`config.mk`:
```
export PLATFORM = sky130hd
export DESIGN_NAME = pseudo_header_transport_checksum_flat
export DESIGN_NICKNAME = d
export VERILOG_FILES = /design/src/rtl/core/phc_pkg.sv /design/src/rtl/core/phc_in_if.sv /design/src/rtl/core/phc_out_if.sv /design/src/rtl/core/phc_cfg_regs.sv /design/src/rtl/core/pseudo_header_transport_checksum.sv /design/src/flat_wrapper.sv
export SDC_FILE = /design/constraint.sdc
export NUM_CORES = 1
export LEC_CHECK = 0
export ABC_AREA = 1
export BUFFER_PORTS_ARGS = -buffer_cell sky130_fd_sc_hd__buf_2
export CAP_MARGIN = 20
export CORE_ASPECT_RATIO = 1.4
export CORE_MARGIN = 2
export CORE_UTILIZATION = 68
export CTS_BUF_LIST = sky130_fd_sc_hd__clkbuf_8
export CTS_CLUSTER_DIAMETER = 40
export CTS_CLUSTER_SIZE = 30
export DETAILED_ROUTE_END_ITERATION = 16
export GPL_ROUTABILITY_DRIVEN = 0
export PLACE_DENSITY = 0.94
export SLEW_MARGIN = 40
export SYNTH_ARGS = -nofsm -noshare
export SYNTH_HDL_FRONTEND = slang
export SYNTH_SLANG_ARGS = --single-unit
```
`constraint.sdc`:
```
create_clock -name clk -period 15.6 [get_ports clk]
set_input_delay 1.56 -clock clk [delete_from_list [all_inputs] [get_ports clk]]
set_output_delay 1.56 -clock clk [all_outputs]
set_load 0.03 [all_outputs]
```
`src/rtl/core/phc_pkg.sv`:
```
`default_nettype none
// ----------------------------------------------------------------------------
// phc_pkg
// Shared types, register codes and ones-complement helpers for the
// pseudo-header transport checksum block.
// ----------------------------------------------------------------------------
package phc_pkg;

	localparam int unsigned WORD_W  = 16;
	localparam int unsigned SUM_W   = 32;
	localparam int unsigned BYTES_W = 17;
	localparam int unsigned ADDR_W  = 64;
	localparam int unsigned PROTO_W = 8;
	localparam int unsigned SRC_W   = 20;  // protocol plus up to eight address words
	localparam int unsigned DST_W   = 19;  // up to eight address words
	localparam int unsigned HSUM_W  = 21;  // source, destination and length
	localparam logic [PROTO_W-1:0] PROTO_RESET = 8'd17;
	localparam logic [BYTES_W-1:0] BYTES_MAX   = 17'h1FFFF;

	typedef enum logic [1:0] {
		CFG_IP_MODE  = 2'd0,
		CFG_PROTOCOL = 2'd1,
		CFG_SRC_HIGH = 2'd2,
		CFG_SRC_LOW  = 2'd3
	} cfg_idx_t;

	// configuration view handed to the datapath
	typedef struct packed {
		logic             ipv6;
		logic [SRC_W-1:0] src_sum;
	} cfg_t;

	// end-around fold of a sum down to 16 bits
	function automatic logic [WORD_W-1:0] fold16(input logic [SUM_W-1:0] s);
		logic [WORD_W:0] t;
		logic [WORD_W:0] u;
		t = {1'b0, s[31:16]} + {1'b0, s[15:0]};
		u = t + {{WORD_W{1'b0}}, t[WORD_W]};
		return u[WORD_W-1:0];
	endfunction

	function automatic logic [17:0] words64(input logic [ADDR_W-1:0] v);
		return {2'b0, v[63:48]} + {2'b0, v[47:32]} + {2'b0, v[31:16]} + {2'b0, v[15:0]};
	endfunction

	function automatic logic [16:0] words32(input logic [ADDR_W-1:0] v);
		return {1'b0, v[31:16]} + {1'b0, v[15:0]};
	endfunction

endpackage
`default_nettype wire

```
`src/rtl/core/phc_in_if.sv`:
```
`default_nettype none
// ----------------------------------------------------------------------------
// phc_in_if
// Payload word channel with valid/ready handshake.
// ----------------------------------------------------------------------------
interface phc_in_if;
	logic        valid;
	logic        ready;
	logic [15:0] payload_word;
	logic [1:0]  byte_count;
	logic        last;
	logic [63:0] dest_high;
	logic [63:0] dest_low;

	modport source (output valid, payload_word, byte_count, last, dest_high, dest_low,
		input ready);
	modport sink (input valid, payload_word, byte_count, last, dest_high, dest_low,
		output ready);
endinterface
`default_nettype wire

```
`src/rtl/core/phc_out_if.sv`:
```
`default_nettype none
// ----------------------------------------------------------------------------
// phc_out_if
// Checksum result channel with valid/ready handshake.
// ----------------------------------------------------------------------------
interface phc_out_if;
	logic        valid;
	logic        ready;
	logic [15:0] checksum;
	logic        length_overflow;

	modport source (output valid, checksum, length_overflow, input ready);
	modport sink (input valid, checksum, length_overflow, output ready);
endinterface
`default_nettype wire

```
`src/rtl/core/phc_cfg_regs.sv`:
```
`default_nettype none
// ----------------------------------------------------------------------------
// phc_cfg_regs
// Configuration registers with a registered pseudo-header source sum
// (source address words plus protocol).
// ----------------------------------------------------------------------------
module phc_cfg_regs
	import phc_pkg::*;
(
	input  wire logic               clk,
	input  wire logic               arst_n,
	input  wire logic               cfg_we,
	input  wire logic [1:0]         cfg_index,
	input  wire logic [ADDR_W-1:0]  cfg_wdata,
	output cfg_t                    cfg
);

	logic               ipv6_q;
	logic [PROTO_W-1:0] proto_q;
	logic [ADDR_W-1:0]  src_high_q;
	logic [ADDR_W-1:0]  src_low_q;
	logic [SRC_W-1:0]   src_sum_q;
	logic [SRC_W-1:0]   src_sum_d;

	always_ff @(posedge clk or negedge arst_n) begin
		if (!arst_n) begin
			ipv6_q     <= 1'b0;
			proto_q    <= PROTO_RESET;
			src_high_q <= '0;
			src_low_q  <= '0;
		end else if (cfg_we) begin
			case (cfg_idx_t'(cfg_index))
				CFG_IP_MODE:  ipv6_q     <= cfg_wdata[0];
				CFG_PROTOCOL: proto_q    <= cfg_wdata[PROTO_W-1:0];
				CFG_SRC_HIGH: src_high_q <= cfg_wdata;
				CFG_SRC_LOW:  src_low_q  <= cfg_wdata;
				default: ;
			endcase
		end
	end

	always_comb begin
		if (ipv6_q) begin
			src_sum_d = {2'b0, words64(src_high_q)} + {2'b0, words64(src_low_q)}
				+ {12'b0, proto_q};
		end else begin
			src_sum_d = {3'b0, words32(src_low_q)} + {12'b0, proto_q};
		end
	end

	// registered from the configuration registers, settled before any item needs it
	always_ff @(posedge clk or negedge arst_n) begin
		if (!arst_n) begin
			src_sum_q <= {12'b0, PROTO_RESET};
		end else begin
			src_sum_q <= src_sum_d;
		end
	end

	assign cfg.ipv6    = ipv6_q;
	assign cfg.src_sum = src_sum_q;

endmodule
`default_nettype wire

```
`src/rtl/core/pseudo_header_transport_checksum.sv`:
```
`default_nettype none
// ----------------------------------------------------------------------------
// pseudo_header_transport_checksum
// TCP/UDP/ICMP checksum over a streamed payload with IPv4/IPv6 pseudo header.
// ----------------------------------------------------------------------------
// Takes one payload word per cycle unless stalled from the output; a last
// item waits in stage 1 until stage 2 can take it. Each accepted item is
// added into a running word sum and byte count. The item marked last goes
// through the stage 2 packet totals, the stage 3 complemented folds and the
// result register to the output, and the stream state clears for the next
// packet. The destination address sum is formed in stage 1; the
// pseudo-header sum and the end-around folds sit in the following stages.
// Configuration writes take effect for items accepted from the next cycle.
// ----------------------------------------------------------------------------
module pseudo_header_transport_checksum
	import phc_pkg::*;
(
	input  wire logic              clk,
	input  wire logic              arst_n,
	phc_in_if.sink                 in_ch,
	phc_out_if.source              out_ch,
	input  wire logic              cfg_we,
	input  wire logic [1:0]        cfg_index,
	input  wire logic [ADDR_W-1:0] cfg_wdata
);

	cfg_t cfg;

	phc_cfg_regs u_cfg (
		.clk       (clk),
		.arst_n    (arst_n),
		.cfg_we    (cfg_we),
		.cfg_index (cfg_index),
		.cfg_wdata (cfg_wdata),
		.cfg       (cfg)
	);

	// stage 1: input register
	logic              valid_s1;
	logic [WORD_W-1:0] word_s1;
	logic [1:0]        cnt_s1;
	logic              last_s1;
	logic [ADDR_W-1:0] dhi_s1;
	logic [ADDR_W-1:0] dlo_s1;

	// stream state
	logic [SUM_W-1:0]   sum_q;
	logic [BYTES_W-1:0] bytes_q;

	// stage 2: packet totals
	logic               valid_s2;
	logic [SUM_W-1:0]   psum_s2;
	logic [BYTES_W-1:0] bytes_s2;
	logic [DST_W-1:0]   dsum_s2;

	// stage 3: complemented folds
	logic              valid_s3;
	logic [WORD_W-1:0] sumh_s3;
	logic [WORD_W-1:0] sumd_s3;
	logic              ovf_s3;

	// result register
	logic              out_valid_q;
	logic [WORD_W-1:0] checksum_q;
	logic              ovf_q;

	logic rdy_o, rdy3, rdy2, rdy1, move1;

	assign rdy_o = !out_valid_q || out_ch.ready;
	assign rdy3  = !valid_s3 || rdy_o;
	assign rdy2  = !valid_s2 || rdy3;
	// non-last items retire into the accumulator without needing stage 2
	assign move1 = valid_s1 && (!last_s1 || rdy2);
	assign rdy1  = !valid_s1 || move1;

	assign in_ch.ready = rdy1;

	always_ff @(posedge clk or negedge arst_n) begin
		if (!arst_n) begin
			valid_s1 <= 1'b0;
		end else if (rdy1) begin
			valid_s1 <= in_ch.valid;
		end
	end

	always_ff @(posedge clk) begin
		if (rdy1 && in_ch.valid) begin
			word_s1 <= in_ch.payload_word;
			cnt_s1  <= in_ch.byte_count;
			last_s1 <= in_ch.last;
			dhi_s1  <= in_ch.dest_high;
			dlo_s1  <= in_ch.dest_low;
		end
	end

	// accumulate
	logic [WORD_W-1:0]  word_add;
	logic [1:0]         cnt_add;
	logic [BYTES_W:0]   bytes_sum;
	logic [BYTES_W-1:0] bytes_next;
	logic [SUM_W-1:0]   sum_next;
	logic [DST_W-1:0]   dsum_d;

	always_comb begin
		case (cnt_s1)
			2'd0: begin
				word_add = '0;
				cnt_add  = 2'd0;
			end
			2'd1: begin
				// odd byte padded as high byte
				word_add = {word_s1[15:8], 8'h00};
				cnt_add  = 2'd1;
			end
			default: begin
				word_add = word_s1;
				cnt_add  = 2'd2;
			end
		endcase
		bytes_sum  = {1'b0, bytes_q} + {{(BYTES_W-1){1'b0}}, cnt_add};
		bytes_next = bytes_sum[BYTES_W] ? BYTES_MAX : bytes_sum[BYTES_W-1:0];
		sum_next   = sum_q + {{(SUM_W-WORD_W){1'b0}}, word_add};
		if (cfg.ipv6) begin
			dsum_d = {1'b0, words64(dhi_s1)} + {1'b0, words64(dlo_s1)};
		end else begin
			dsum_d = {2'b0, words32(dlo_s1)};
		end
	end

	always_ff @(posedge clk or negedge arst_n) begin
		if (!arst_n) begin
			sum_q   <= '0;
			bytes_q <= '0;
		end else if (move1) begin
			if (last_s1) begin
				sum_q   <= '0;
				bytes_q <= '0;
			end else begin
				sum_q   <= sum_next;
				bytes_q <= bytes_next;
			end
		end
	end

	always_ff @(posedge clk or negedge arst_n) begin
		if (!arst_n) begin
			valid_s2 <= 1'b0;
		end else if (rdy2) begin
			valid_s2 <= valid_s1 && last_s1;
		end
	end

	always_ff @(posedge clk) begin
		if (move1 && last_s1) begin
			psum_s2  <= sum_next;
			bytes_s2 <= bytes_next;
			dsum_s2  <= dsum_d;
		end
	end

	// pseudo-header sum and folds
	logic [HSUM_W-1:0] hsum;

	assign hsum = {1'b0, cfg.src_sum} + {2'b0, dsum_s2}
		+ {{(HSUM_W-WORD_W){1'b0}}, bytes_s2[WORD_W-1:0]};

	always_ff @(posedge clk or negedge arst_n) begin
		if (!arst_n) begin
			valid_s3 <= 1'b0;
		end else if (rdy3) begin
			valid_s3 <= valid_s2;
		end
	end

	always_ff @(posedge clk) begin
		if (rdy3 && valid_s2) begin
			sumh_s3 <= ~fold16({{(SUM_W-HSUM_W){1'b0}}, hsum});
			sumd_s3 <= ~fold16(psum_s2);
			ovf_s3  <= bytes_s2[BYTES_W-1];
		end
	end

	// final add with end-around fold
	logic [WORD_W:0] final_sum;

	assign final_sum = {1'b0, sumh_s3} + {1'b0, sumd_s3};

	always_ff @(posedge clk or negedge arst_n) begin
		if (!arst_n) begin
			out_valid_q <= 1'b0;
		end else if (rdy_o) begin
			out_valid_q <= valid_s3;
		end
	end

	always_ff @(posedge clk) begin
		if (rdy_o && valid_s3) begin
			checksum_q <= fold16({{(SUM_W-WORD_W-1){1'b0}}, final_sum});
			ovf_q      <= ovf_s3;
		end
	end

	assign out_ch.valid           = out_valid_q;
	assign out_ch.checksum        = checksum_q;
	assign out_ch.length_overflow = ovf_q;

endmodule
`default_nettype wire

```
`src/flat_wrapper.sv`:
```
// flat-port wrapper written by rule: the top's interface ports become plain ports
module pseudo_header_transport_checksum_flat import phc_pkg::*;
  (clk, arst_n, cfg_we, cfg_index, cfg_wdata, in_ch_valid, in_ch_payload_word, in_ch_byte_count, in_ch_last, in_ch_dest_high, in_ch_dest_low, in_ch_ready, out_ch_valid, out_ch_checksum, out_ch_length_overflow, out_ch_ready);
  phc_in_if in_ch_i ();
  phc_out_if out_ch_i ();
  input  wire logic clk;
  input  wire logic arst_n;
  input  wire logic cfg_we;
  input  wire logic [1:0] cfg_index;
  input  wire logic [ADDR_W-1:0] cfg_wdata;
  input wire logic [$bits(in_ch_i.valid)-1:0] in_ch_valid;
  input wire logic [$bits(in_ch_i.payload_word)-1:0] in_ch_payload_word;
  input wire logic [$bits(in_ch_i.byte_count)-1:0] in_ch_byte_count;
  input wire logic [$bits(in_ch_i.last)-1:0] in_ch_last;
  input wire logic [$bits(in_ch_i.dest_high)-1:0] in_ch_dest_high;
  input wire logic [$bits(in_ch_i.dest_low)-1:0] in_ch_dest_low;
  output wire logic [$bits(in_ch_i.ready)-1:0] in_ch_ready;
  output wire logic [$bits(out_ch_i.valid)-1:0] out_ch_valid;
  output wire logic [$bits(out_ch_i.checksum)-1:0] out_ch_checksum;
  output wire logic [$bits(out_ch_i.length_overflow)-1:0] out_ch_length_overflow;
  input wire logic [$bits(out_ch_i.ready)-1:0] out_ch_ready;
  assign in_ch_i.valid = in_ch_valid;
  assign in_ch_i.payload_word = in_ch_payload_word;
  assign in_ch_i.byte_count = in_ch_byte_count;
  assign in_ch_i.last = in_ch_last;
  assign in_ch_i.dest_high = in_ch_dest_high;
  assign in_ch_i.dest_low = in_ch_dest_low;
  assign in_ch_ready = in_ch_i.ready;
  assign out_ch_valid = out_ch_i.valid;
  assign out_ch_checksum = out_ch_i.checksum;
  assign out_ch_length_overflow = out_ch_i.length_overflow;
  assign out_ch_i.ready = out_ch_ready;
  pseudo_header_transport_checksum u_core (.clk(clk), .arst_n(arst_n), .in_ch(in_ch_i), .out_ch(out_ch_i), .cfg_we(cfg_we), .cfg_index(cfg_index), .cfg_wdata(cfg_wdata));
endmodule
```
==> results of run 1 <==
-- cells by family after synthesis --
| family | Yosys count | share of synthesized area |
|---|---|---|
| xor gates and xnor gates | 163 | 0.0453 |
| adders and majority gates | 406 | 0.201 |
| and+or+nand+nor | 1206 | 0.165 |
| DFF | 475 | 0.417 |
| muxes | 1 | 0.000316 |
| buffers and inverters | 578 | 0.0685 |
| AOI/OAI and AO/OA | 596 | 0.103 |
-- sequential cells by signal, indices dropped and copies added, names as in the netlist, 8 cells and up --
register,count
u_core.psum_s2,32
u_core.u_cfg.src_high_q,64
u_core.out_ch.checksum,16
u_core.word_s1,16
u_core.bytes_q,17
u_core.u_cfg.src_sum_q,20
u_core.dhi_s1,64
u_core.dsum_s2,19
u_core.u_cfg.proto_q,8
u_core.u_cfg.src_low_q,64
u_core.sumh_s3,16
u_core.sumd_s3,16
u_core.sum_q,32
u_core.dlo_s1,64
u_core.bytes_s2,17
-- metal layers --
layer	global-route usage	routed length [um]	vias up
met5	0	0	-
met4	0.224	5610	0
met3	0.0435	4290	421
met2	0.584	39200	1142
met1	0.319	25200	11812
li1	-	-	11765
-- worst min path at each step --
| stage | startpoint | to | slack [ns] |
|---|---|---|---|
| after floorplan | u_core.ovf_s3 | u_core.out_ch.length_overflow | 0.40 |
| after global placement | u_core.bytes_s2[16] | u_core.ovf_s3 | 0.41 |
| after detailed placement | u_core.bytes_s2[16] | u_core.ovf_s3 | 0.42 |
| after CTS | u_core.bytes_s2[16] | u_core.ovf_s3 | 0.45 |
| after global routing | u_core.bytes_s2[16] | u_core.ovf_s3 | 0.46 |
| final | u_core.bytes_s2[16] | u_core.ovf_s3 | 0.44 |
-- where the power goes --
part | switching [mW] | internal [mW] | total [mW]
combinational | 3.53 | 1.97 | 5.50
sequential | 0.122 | 1.62 | 1.74
clock | 0.522 | 0.346 | 0.868
total | 4.17 | 3.93 | 8.11
-- critical path, delay by kind of cell, from the launching register on --
family / cells / cell delay [ns]
compound gates: 1 / 0.08
flops: 1 / 0.42
fa+ha+maj: 5 / 1.81
buf+inv: 3 / 0.20
simple gates: 31 / 3.43
xor+xnor: 2 / 0.28
-- layout make-up --
cell class / instances / area [um2]
antenna: 1 / 2.50
clock buffer: 47 / 647
clock inverter: 36 / 418
fill: 2893 / 11300
inverter: 528 / 1980
multi-input combinational: 2372 / 16300
sequential: 475 / 13200
tap: 617 / 772
timing repair buffer: 248 / 1300
-- cell usage in the layout (no fill, tap or decap), types with 26 or more instances in the layout --
master      n
a21oi_1   211
buf_2     235
clkbuf_8   49
dfrtp_1   206
edfxtp_1  265
fa_1      171
ha_1      235
inv_1     516
nand2_1   715
nand2_2    26
nand3_1   128
nand4_1    40
nor2_1    192
nor3_1     29
o21ai_0   274
xnor2_1    49
xor2_1    113
-- through the flow --
stage	utilization	cell area [um2]	setup WS, ns	hold slack [ns]
2_1_floorplan	-	31700	6.87	0.400
3_3_place_gp	0.730	33600	9.68	0.406
3_5_place_dp	0.731	33600	9.25	0.420
4_1_cts	0.754	34600	9.19	0.445
5_1_grt	0.754	34700	8.49	0.456
6_report	0.754	34700	9.14	0.441
==> metrics.csv, run 1 <==
stage,metric,value,unit
hold_path,min_delay_path_depth,0,
job,cap_violations,0,
synthesis,yosysMostFrequentCell,nand2_1,
synthesis,ys_types,54,
timing,skew,0.0423,ns
synthesis,synth_ff_type,edfxtp_1,
cts,clk_latency,0.64,ns
hold_path,hp-class,reg2reg,
drt,vias,25140,
die,core,46000,um2
die,row_count,93,
synthesis,syn_area,31700,um2
critical_path,r2r-start,u_core.dsum_s2[1],
timing,final.period_utilization,0.414,
synthesis,synth_common_cells,"nand2_1 (715), inv_1 (518), o21ai_0 (275), edfxtp_1 (265), ha_1 (235)",
finish,area_delta_synth_final,9.45,%
cts,htreeDepth,2,
drt,routedWlPerCell,17.2,um
timing,setup-tns-final,0,ns
synthesis,ys_top_cells_by_area,"edfxtp_1 (25%), dfrtp_1 (16%), fa_1 (11%)",
timing,finalSetupViolations,0,
critical_path,r2r_end,u_core.sumh_s3[13],
drt,drt_iter0_drc,1908,
cts,clock_path_buffers,3,
synthesis,synth_nets,4049,
synthesis,synth_top_area_cell,edfxtp_1,
synthesis,netlist_instances,3425,
cts,cts.clk_slew.worst_paths,0.11,ns
critical_path,path_class,reg2reg,
timing,worstMarginPinSlew,0.797,ns
critical_path,arrival,6.85,ns
timing,period_needed,6.46,ns
grt,grt_usage,0.312,
synthesis,seq_area_frac_synth,0.417,
synthesis,synth_edf_count,265,
placed_design,dp.cells,4240,
grt,grt_pass1_vias,26441,
drt,drt_wl_total,74.3,mm
grt,grt_max_degree,129,
critical_path,crit_path_max_fanout,4,
critical_path,r2r_slack,9.14,ns
placed_design,place_hpwl,56.6,mm
critical_path,reg2reg_depth,42,
finish,nets,4294,
placed_design,port_buffers,236,
cts,postCtsSetupRepairBufs,0,
run_status,outcome,"complete, no violations",
die,die_x,186,um
synthesis,synth.avg_cell_area,9.25,um2
drt,route.detailed.drc,0,
critical_path,crit_top_cell,nand2_1,
critical_path,start_kind,flip-flop,
drt,viasPerCell,5.81,
cts,cts-root-buf,clkbuf_8,
power,power_leakage,16.9,nW
timing,slew-limit-headroom,0.469,
critical_path,critical-path-max-stage-delay,0.56,ns
synthesis,synthArstFlopShare,0.442,
timing,hold_viol,0,
cts,ctsHoldBuffers,0,
timing,timing.fmax,155,MHz
die,die_area,48300,um2
cts,cts_tree,yes,
critical_path,cp_slowest_cell,fa_1,
timing,rsz0062_at_grt,false,
critical_path,critical_path_required,15.99,ns
critical_path,critPathLaunch,u_core.dsum_s2[1],
die,ioPinCount,237,
synthesis,ys_seq_elements,475,
cts,cts_made_buffers,45,
synthesis,yosys_warnings,0,
die,die_h,259,um
die,start_util,0.689,
finish,fin_cells,4324,
grt,overflow,0,
critical_path,crit_end,u_core.sumh_s3[13],
cts,clock-sinks,475,
drt,firstDrtPassIters,6,
power,ir_drop,0.252,mV
drt,postRouteAntennaNets,0,
critical_path,endpoint_kind,flip-flop,
power,finalPower,8.11,mW
timing,maxSlewViolCount,0,
grt,grt_pass1_wl,122,mm
power,powerDensity,234,nW/um2
finish,post_route_cells_drive_above_1_share,0.115,
cts,ctsResizeCount,0,
grt,grt_antenna_before_repair,1,
synthesis,synth_top_cell_area_share,0.251,
Note: power is estimated with default switching activity, not from simulation.
==> run 2: changes to the inputs <==
--- a/config.mk
+++ b/config.mk
@@ -5,18 +5,18 @@
 export SDC_FILE = /design/constraint.sdc
 export NUM_CORES = 1
 export LEC_CHECK = 0
-export ABC_AREA = 1
+export ABC_AREA = 0
 export BUFFER_PORTS_ARGS = -buffer_cell sky130_fd_sc_hd__buf_2
 export CAP_MARGIN = 20
 export CORE_ASPECT_RATIO = 1.4
 export CORE_MARGIN = 2
-export CORE_UTILIZATION = 68
+export CORE_UTILIZATION = 57
 export CTS_BUF_LIST = sky130_fd_sc_hd__clkbuf_8
 export CTS_CLUSTER_DIAMETER = 40
 export CTS_CLUSTER_SIZE = 30
 export DETAILED_ROUTE_END_ITERATION = 16
 export GPL_ROUTABILITY_DRIVEN = 0
-export PLACE_DENSITY = 0.94
+export PLACE_DENSITY = 0.84
 export SLEW_MARGIN = 40
 export SYNTH_ARGS = -nofsm -noshare
 export SYNTH_HDL_FRONTEND = slang
==> constraint.sdc (replaced) <==
create_clock -name clk -period 5.73 [get_ports clk]
set_input_delay 0.573 -clock clk [delete_from_list [all_inputs] [get_ports clk]]
set_output_delay 0.573 -clock clk [all_outputs]
set_load 0.03 [all_outputs]
==> run 2 against run 1 <==
  * The flow now finishes with violations (negative setup slack)
  * Register-to-register slack worse by 9.4 ns
  * First-iteration DRC count shrank 38%
  * Via count shrank 13%
  * Non-clock buffer count grew 78
  * Critical path depth decreased by 18
  * Flip-flop and latch count is the same
  * Global-route usage shrank 6.4 points
  * Count of clock-buffer cells in the layout increased by 7
  * Utilization decreased by 9.8 points
  * Critical path type unchanged
  * Critical endpoint is now u_core.sumh_s3[15]
==> metrics.csv, run 2 <==
stage,metric,value,unit
run_status,outcome,"complete, but fails checks",
run_status,violations,negative setup slack,
drt,drt_iter0_drc,1178,
job,cap_violations,0,
die,die_h,280,um
finish,area_delta_synth_final,14.4,%
critical_path,crit_path_max_fanout,3,
die,die_area,56300,um2
synthesis,synthArstFlopShare,0.442,
synthesis,synth_compound_area_frac,0.122,
synthesis,seq_area_frac_synth,0.426,
synthesis,ys_top_cells_by_area,"edfxtp_1 (26%), dfrtp_1 (17%), fa_1 (11%)",
placed_design,dpl_cell_area,33300,um2
synthesis,synth_edf_count,265,
critical_path,r2r_end,u_core.sumh_s3[15],
cts,cts-root-buf,clkbuf_8,
synthesis,synth_top_area_cell,edfxtp_1,
grt,grt_usage,0.248,
critical_path,r2r-start,u_core.bytes_s2[2],
critical_path,critical_path_required,6.13,ns
cts,htreeDepth,2,
synthesis,synth.avg_cell_area,11.6,um2
grt,grt_pass1_wl,113,mm
synthesis,synth_ff_type,edfxtp_1,
finish,final_common_cell,edfxtp_1,
grt,use_met2,0.464,
die,ioPinCount,237,
grt,grt_antenna_before_repair,4,
synthesis,synthXorXnorAreaFrac,0.0671,
synthesis,ys_types,84,
drt,viasPerCell,5.81,
synthesis,synth-adder-area-share,0.205,
cts,clock-sinks,475,
die,die_x,201,um
drt,firstDrtPassIters,7,
grt,grtUsageMet1,0.269,
critical_path,critPathLaunch,u_core.bytes_s2[2],
die,row_count,101,
placed_design,port_buffers,236,
cts,cts.clk_slew.worst_paths,0.10,ns
synthesis,ys_seq_elements,475,
drt,drt_wl_total,70.1,mm
synthesis,synth_common_cells,"edfxtp_1 (265), ha_1 (235), inv_1 (220), dfrtp_1 (206), fa_1 (171)",
cts,clk_latency,0.69,ns
timing,worst_slack,-0.238,ns
drt,vias,21912,
synthesis,synthSimpleGateAreaFrac,0.0941,
critical_path,crit_end,u_core.sumh_s3[15],
synthesis,synth_nets,3299,
timing,maxSlewViolCount,0,
finish,fin_util,0.657,
grt,top_usage_layer,met2,
cts,cts_tree,yes,
grt,grt_pass1_vias,23458,
drt,routedWlPerCell,18.6,um
timing,timing.fmax,168,MHz
cts,cts_made_buffers,53,
die,start_util,0.574,
timing,hold_viol,0,
critical_path,reg2reg_depth,24,
finish,final_design_area_no_fill,35500,um2
synthesis,yosys_warnings,0,
grt,grt_max_degree,148,
timing,period_needed,5.97,ns
critical_path,path_class,reg2reg,
placed_design,place_hpwl,52.2,mm
synthesis,yosysMostFrequentCell,edfxtp_1,
synthesis,synth_top_cell_area_share,0.256,
drt,route.detailed.drc,0,
finish,nets,3628,
hold_path,hp-class,in2reg,
synthesis,syn_area,31000,um2
grt,overflow,0,
die,core,54100,um2
timing,worstMarginPinSlew,0.825,ns
synthesis,yosys-mux-area-fraction,0.0531,
finish,layout_common_cells,"edfxtp_1 (265), buf_2 (235), inv_1 (221), ha_1 (219), dfrtp_1 (205)",
synthesis,synth_top_family_by_area,adder cells,
timing,slew-limit-headroom,0.449,
synthesis,netlist_instances,2675,
critical_path,start_kind,flip-flop,
critical_path,arrival,6.36,ns
cts,clock_path_buffers,3,
finish,post_route_cells_drive_above_1_share,0.228,
grt,gr-usage-met3,0.0372,
critical_path,endpoint_kind,flip-flop,
timing,final.period_utilization,1.04,
critical_path,r2r_slack,-0.24,ns
timing,rsz0062_at_grt,true,
timing,skew,0.0347,ns
drt,postRouteAntennaNets,0,
timing,finalSetupViolations,4,
## run 2: changes by cell type in the layout (fill, tap and decap cells not counted), moves of 75 or more
| cell | before | now |
|---|---|---|
| o21ai_0 | 274 | 94 |
| xnor2_1 | 49 | 131 |
| buf_4 | 7 | 82 |
| inv_1 | 516 | 221 |
| nand2_1 | 715 | 157 |
| a21oi_1 | 211 | 136 |
| mux2_2 | 0 | 140 |
| nor2_1 | 192 | 88 |
## run 2: logic make-up after synthesis
kind of cell / Yosys count
buffers and inverters: 272
XOR/XNOR: 236
multiplexers: 147
AND/OR/NAND/NOR: 571
AO/OA/AOI/OAI: 568
adder cells (fa/ha/maj): 406
flip-flops: 475
## run 2: layer usage
| layer | wire [um] | part of all wire |
|---|---|---|
| met5 | 11 | 0.00016 |
| met2 | 37600 | 0.54 |
| met4 | 3690 | 0.053 |
| met3 | 2930 | 0.042 |
| met1 | 25900 | 0.37 |
## run 2: critical path, stage by stage (launching register included)
cell and delay (ns):
edfxtp_1 0.44, fa_2 0.63, ha_4 0.21, a211o_1 0.33
a211oi_2 0.29, o21a_1 0.20, o211ai_1 0.12, a21oi_2 0.23
o21bai_2 0.12, a21oi_2 0.15, xnor2_1 0.14, ha_2 0.20
inv_1 0.06, fa_2 0.39, nand2b_4 0.16, a21oi_4 0.16
buf_4 0.14, xor2_2 0.18, nand2_2 0.10, a2111o_1 0.44
nor3_2 0.20, nand4_1 0.16, buf_4 0.20, o311ai_4 0.26
o211ai_1 0.14
## run 2: layout make-up
type / count / area, um2
well taps: 721 / 902
fillers: 3945 / 18600
diodes: 4 / 10.0
clock inverters: 44 / 494
multi-input cells: 1928 / 17400
clock buffers: 54 / 743
inverters: 220 / 828
flip-flops and latches: 475 / 13200
repair buffers: 326 / 1940
## run 2: stage by stage
stage          hold WS (ns)  TNS (ns)  setup slack, ns  std cells
6_report             0.0597    -0.578           -0.238       3772
5_1_grt              0.0121     -2.08           -0.519       3771
4_1_cts             0.00795   -0.0322          -0.0322       3759
3_5_place_dp          0.405    -0.809           -0.347       3624
3_3_place_gp          0.406   -0.0225          -0.0225       3623
2_1_floorplan         0.277         0           0.0484       2675
## run 2: worst min-delay path by stage
stage,startpoint,to,slack [ns],depth (start not counted)
final,in_ch_dest_low[39],u_core.dlo_s1[39],0.06,1
after global placement,u_core.ovf_s3,u_core.out_ch.length_overflow,0.41,0
after CTS,in_ch_dest_low[7],u_core.dlo_s1[7],0.008,1
after global routing,in_ch_byte_count[1],u_core.cnt_s1[1],0.01,1
after floorplan,arst_n,u_core.bytes_q[0],0.28,0
after detailed placement,u_core.ovf_s3,u_core.out_ch.length_overflow,0.41,0
## run 2: timing repair
item                                    in CTS  in global routing
buffers inserted                            36                 13
hold buffers                                 1                  0
endpoints found under the hold margin       32                  0
gates resized for setup                     32                 94
pin swaps                                   19                 69
endpoints found under the setup margin       8                 22
Power of run 2 is left out: the tool's default activity adds up to more than one toggle a clock period on the data nets, which glitch-free logic cannot reach.
==> run 3: changes to the inputs <==
--- a/config.mk
+++ b/config.mk
@@ -16,7 +16,7 @@
 export CTS_CLUSTER_SIZE = 30
 export DETAILED_ROUTE_END_ITERATION = 16
 export GPL_ROUTABILITY_DRIVEN = 0
-export PLACE_DENSITY = 0.84
+export PLACE_DENSITY = 0.86
 export SLEW_MARGIN = 40
 export SYNTH_ARGS = -nofsm -noshare
 export SYNTH_HDL_FRONTEND = slang
==> constraint.sdc (replaced) <==
create_clock -name clk -period 5 [get_ports clk]
set_input_delay 0.5 -clock clk [delete_from_list [all_inputs] [get_ports clk]]
set_output_delay 0.5 -clock clk [all_outputs]
set_load 0.03 [all_outputs]
==> run 3 against run 2 <==
  * The flow still finishes with violations (negative setup slack)
  * Register-to-register slack worse by 0.55 ns
  * Flip-flop and latch count stayed put
  * Fmax is 3.2% higher
  * Clock skew is 0.018 ns higher
  * Wire length is 26% higher
  * Design area is 9.5% higher
  * Die area stayed put
  * Critical path type unchanged
  * Largest cell class unchanged
  * Highest routed layer unchanged
==> metrics.csv, run 3 (synthesis results as in run 2) <==
stage,metric,value,unit
timing,period_needed,5.79,ns
timing,worst_slack,-0.785,ns
finish,fill_cells,3404,
critical_path,critical_path_required,5.37,ns
grt,overflow,0,
timing,hold_viol,0,
hold_path,hp-class,in2reg,
grt,grt_usage,0.282,
grt,grt_max_degree,129,
cts,clock_path_buffers,3,
run_status,outcome,"complete, but fails checks",
critical_path,r2r_slack,-0.79,ns
job,cap_violations,0,
timing,rsz0062_at_grt,true,
cts,cts_tree,yes,
finish,final_common_cell,edfxtp_1,
grt,grt_pass1_vias,25532,
critical_path,arrival,6.15,ns
cts,cts_made_buffers,51,
finish,final_design_area_no_fill,38900,um2
timing,slew-limit-headroom,0.435,
timing,final.period_utilization,1.16,
finish,area_delta_synth_final,25.3,%
run_status,violations,negative setup slack,
critical_path,crit_end,u_core.dsum_s2[16],
critical_path,critPathLaunch,u_core.dlo_s1[32],
cts,cts-root-buf,clkbuf_8,
finish,fin_cells,4061,
drt,drt_iter0_drc,1596,
placed_design,post-place-ws,-0.659,ns
die,die_x,201,um
finish,nets,3913,
drt,route.detailed.drc,0,
critical_path,r2r_end,u_core.dsum_s2[16],
die,ioPinCount,237,
drt,routedWlPerCell,21.8,um
die,core,54100,um2
die,die_area,56300,um2
grt,grt_pass1_wl,127,mm
drt,drt_wl_total,88.3,mm
timing,worstMarginPinSlew,0.844,ns
cts,cts.clk_slew.worst_paths,0.12,ns
placed_design,dpl_cell_area,34500,um2
placed_design,port_buffers,236,
die,start_util,0.574,
critical_path,r2r-start,u_core.dlo_s1[32],
critical_path,endpoint_kind,flip-flop,
finish,post_route_cells_drive_above_1_share,0.286,
drt,postRouteAntennaNets,0,
critical_path,reg2reg_depth,24,
die,die_h,280,um
timing,skew,0.0524,ns
die,row_count,101,
finish,layout_common_cells,"edfxtp_1 (265), buf_2 (235), buf_4 (214), inv_1 (208), dfrtp_1 (206)",
timing,timing.fmax,173,MHz
cts,htreeDepth,2,
timing,maxSlewViolCount,0,
grt,grt_antenna_before_repair,8,
drt,vias,24694,
critical_path,path_class,reg2reg,
cts,clk_latency,0.71,ns
placed_design,dp.cells,3757,
drt,firstDrtPassIters,6,
cts,clock-sinks,475,
critical_path,crit_path_max_fanout,3,
timing,finalSetupViolations,22,
drt,viasPerCell,6.08,
placed_design,place_hpwl,54.7,mm
critical_path,start_kind,flip-flop,
-- run 3: cell types whose count changed in the layout (fill, tap and decap cells not counted), moves of 16 or more --
cell	before	now
ha_1	219	201
dlygate4sd3_1	1	149
a21oi_1	136	108
a21oi_2	8	32
buf_4	82	214
ha_4	7	23
-- run 3: area by class of cell --
| cell class | instances | area [um2] | share of cell area |
|---|---|---|---|
| well taps | 721 | 902 | 0.0232 |
| multi-input cells | 1928 | 18200 | 0.467 |
| clock buffers | 52 | 716 | 0.0184 |
| repair buffers | 613 | 4470 | 0.115 |
| inverters | 220 | 827 | 0.0213 |
| diodes | 8 | 20.0 | 0.000515 |
| clock inverters | 44 | 554 | 0.0143 |
| flip-flops and latches | 475 | 13200 | 0.340 |
-- run 3: repair_timing --
| action | CTS | global route |
|---|---|---|
| endpoints found under the hold margin | 255 | 0 |
| hold buffers | 149 | 0 |
| resized for setup | 92 | 157 |
| pin swaps | 85 | 105 |
| buffers inserted | 21 | 33 |
| endpoints found under the setup margin | 34 | 44 |
-- run 3: worst max-delay path, stage by stage, from the launching register on --
cell and delay [ns]:
edfxtp_1 0.40, ha_2 0.21, buf_4 0.13, a21o_1 0.19
a21o_1 0.19, a21oi_2 0.24, o21ai_2 0.12, a41oi_2 0.30
a21oi_2 0.14, xnor2_2 0.20, fa_1 0.64, inv_1 0.11
ha_2 0.22, or3_4 0.42, a211oi_4 0.29, nor2_2 0.09
a21oi_1 0.15, nand2b_1 0.12, a211oi_1 0.07, ha_1 0.34
a21oi_2 0.18, nor2b_1 0.06, a311o_1 0.32, xnor2_1 0.20
o22ai_1 0.12
-- run 3: metrics by stage --
stage | hold WS, ns | utilization | setup TNS (ns)
5_1_grt | 0.0419 | 0.719 | -13.97
4_1_cts | 0.0369 | 0.699 | -5.22
2_1_floorplan | 0.204 | - | -0.740
3_3_place_gp | 0.408 | 0.637 | -3.59
6_report | 0.0723 | 0.719 | -9.27
3_5_place_dp | 0.427 | 0.638 | -8.29
-- run 3: per-layer routing --
metal  vias up  track usage  wire length (um)
met5         -            0                15
met3       481       0.0367              4750
met2      1227        0.540             47000
met4         2        0.163              7280
li1      10874            -                 -
met1     12110        0.295             29300
-- run 3: worst min path at each step --
stage | from | to | cells after the start
2_1_floorplan | arst_n | u_core.bytes_q[0] | 0
3_3_place_gp | u_core.bytes_s2[16] | u_core.ovf_s3 | 0
3_5_place_dp | u_core.bytes_s2[16] | u_core.ovf_s3 | 0
4_1_cts | cfg_wdata[53] | u_core.u_cfg.src_low_q[53] | 2
5_1_grt | cfg_wdata[27] | u_core.u_cfg.src_high_q[27] | 2
6_report | cfg_wdata[53] | u_core.u_cfg.src_low_q[53] | 2
Power of run 3 is left out for the same reason.
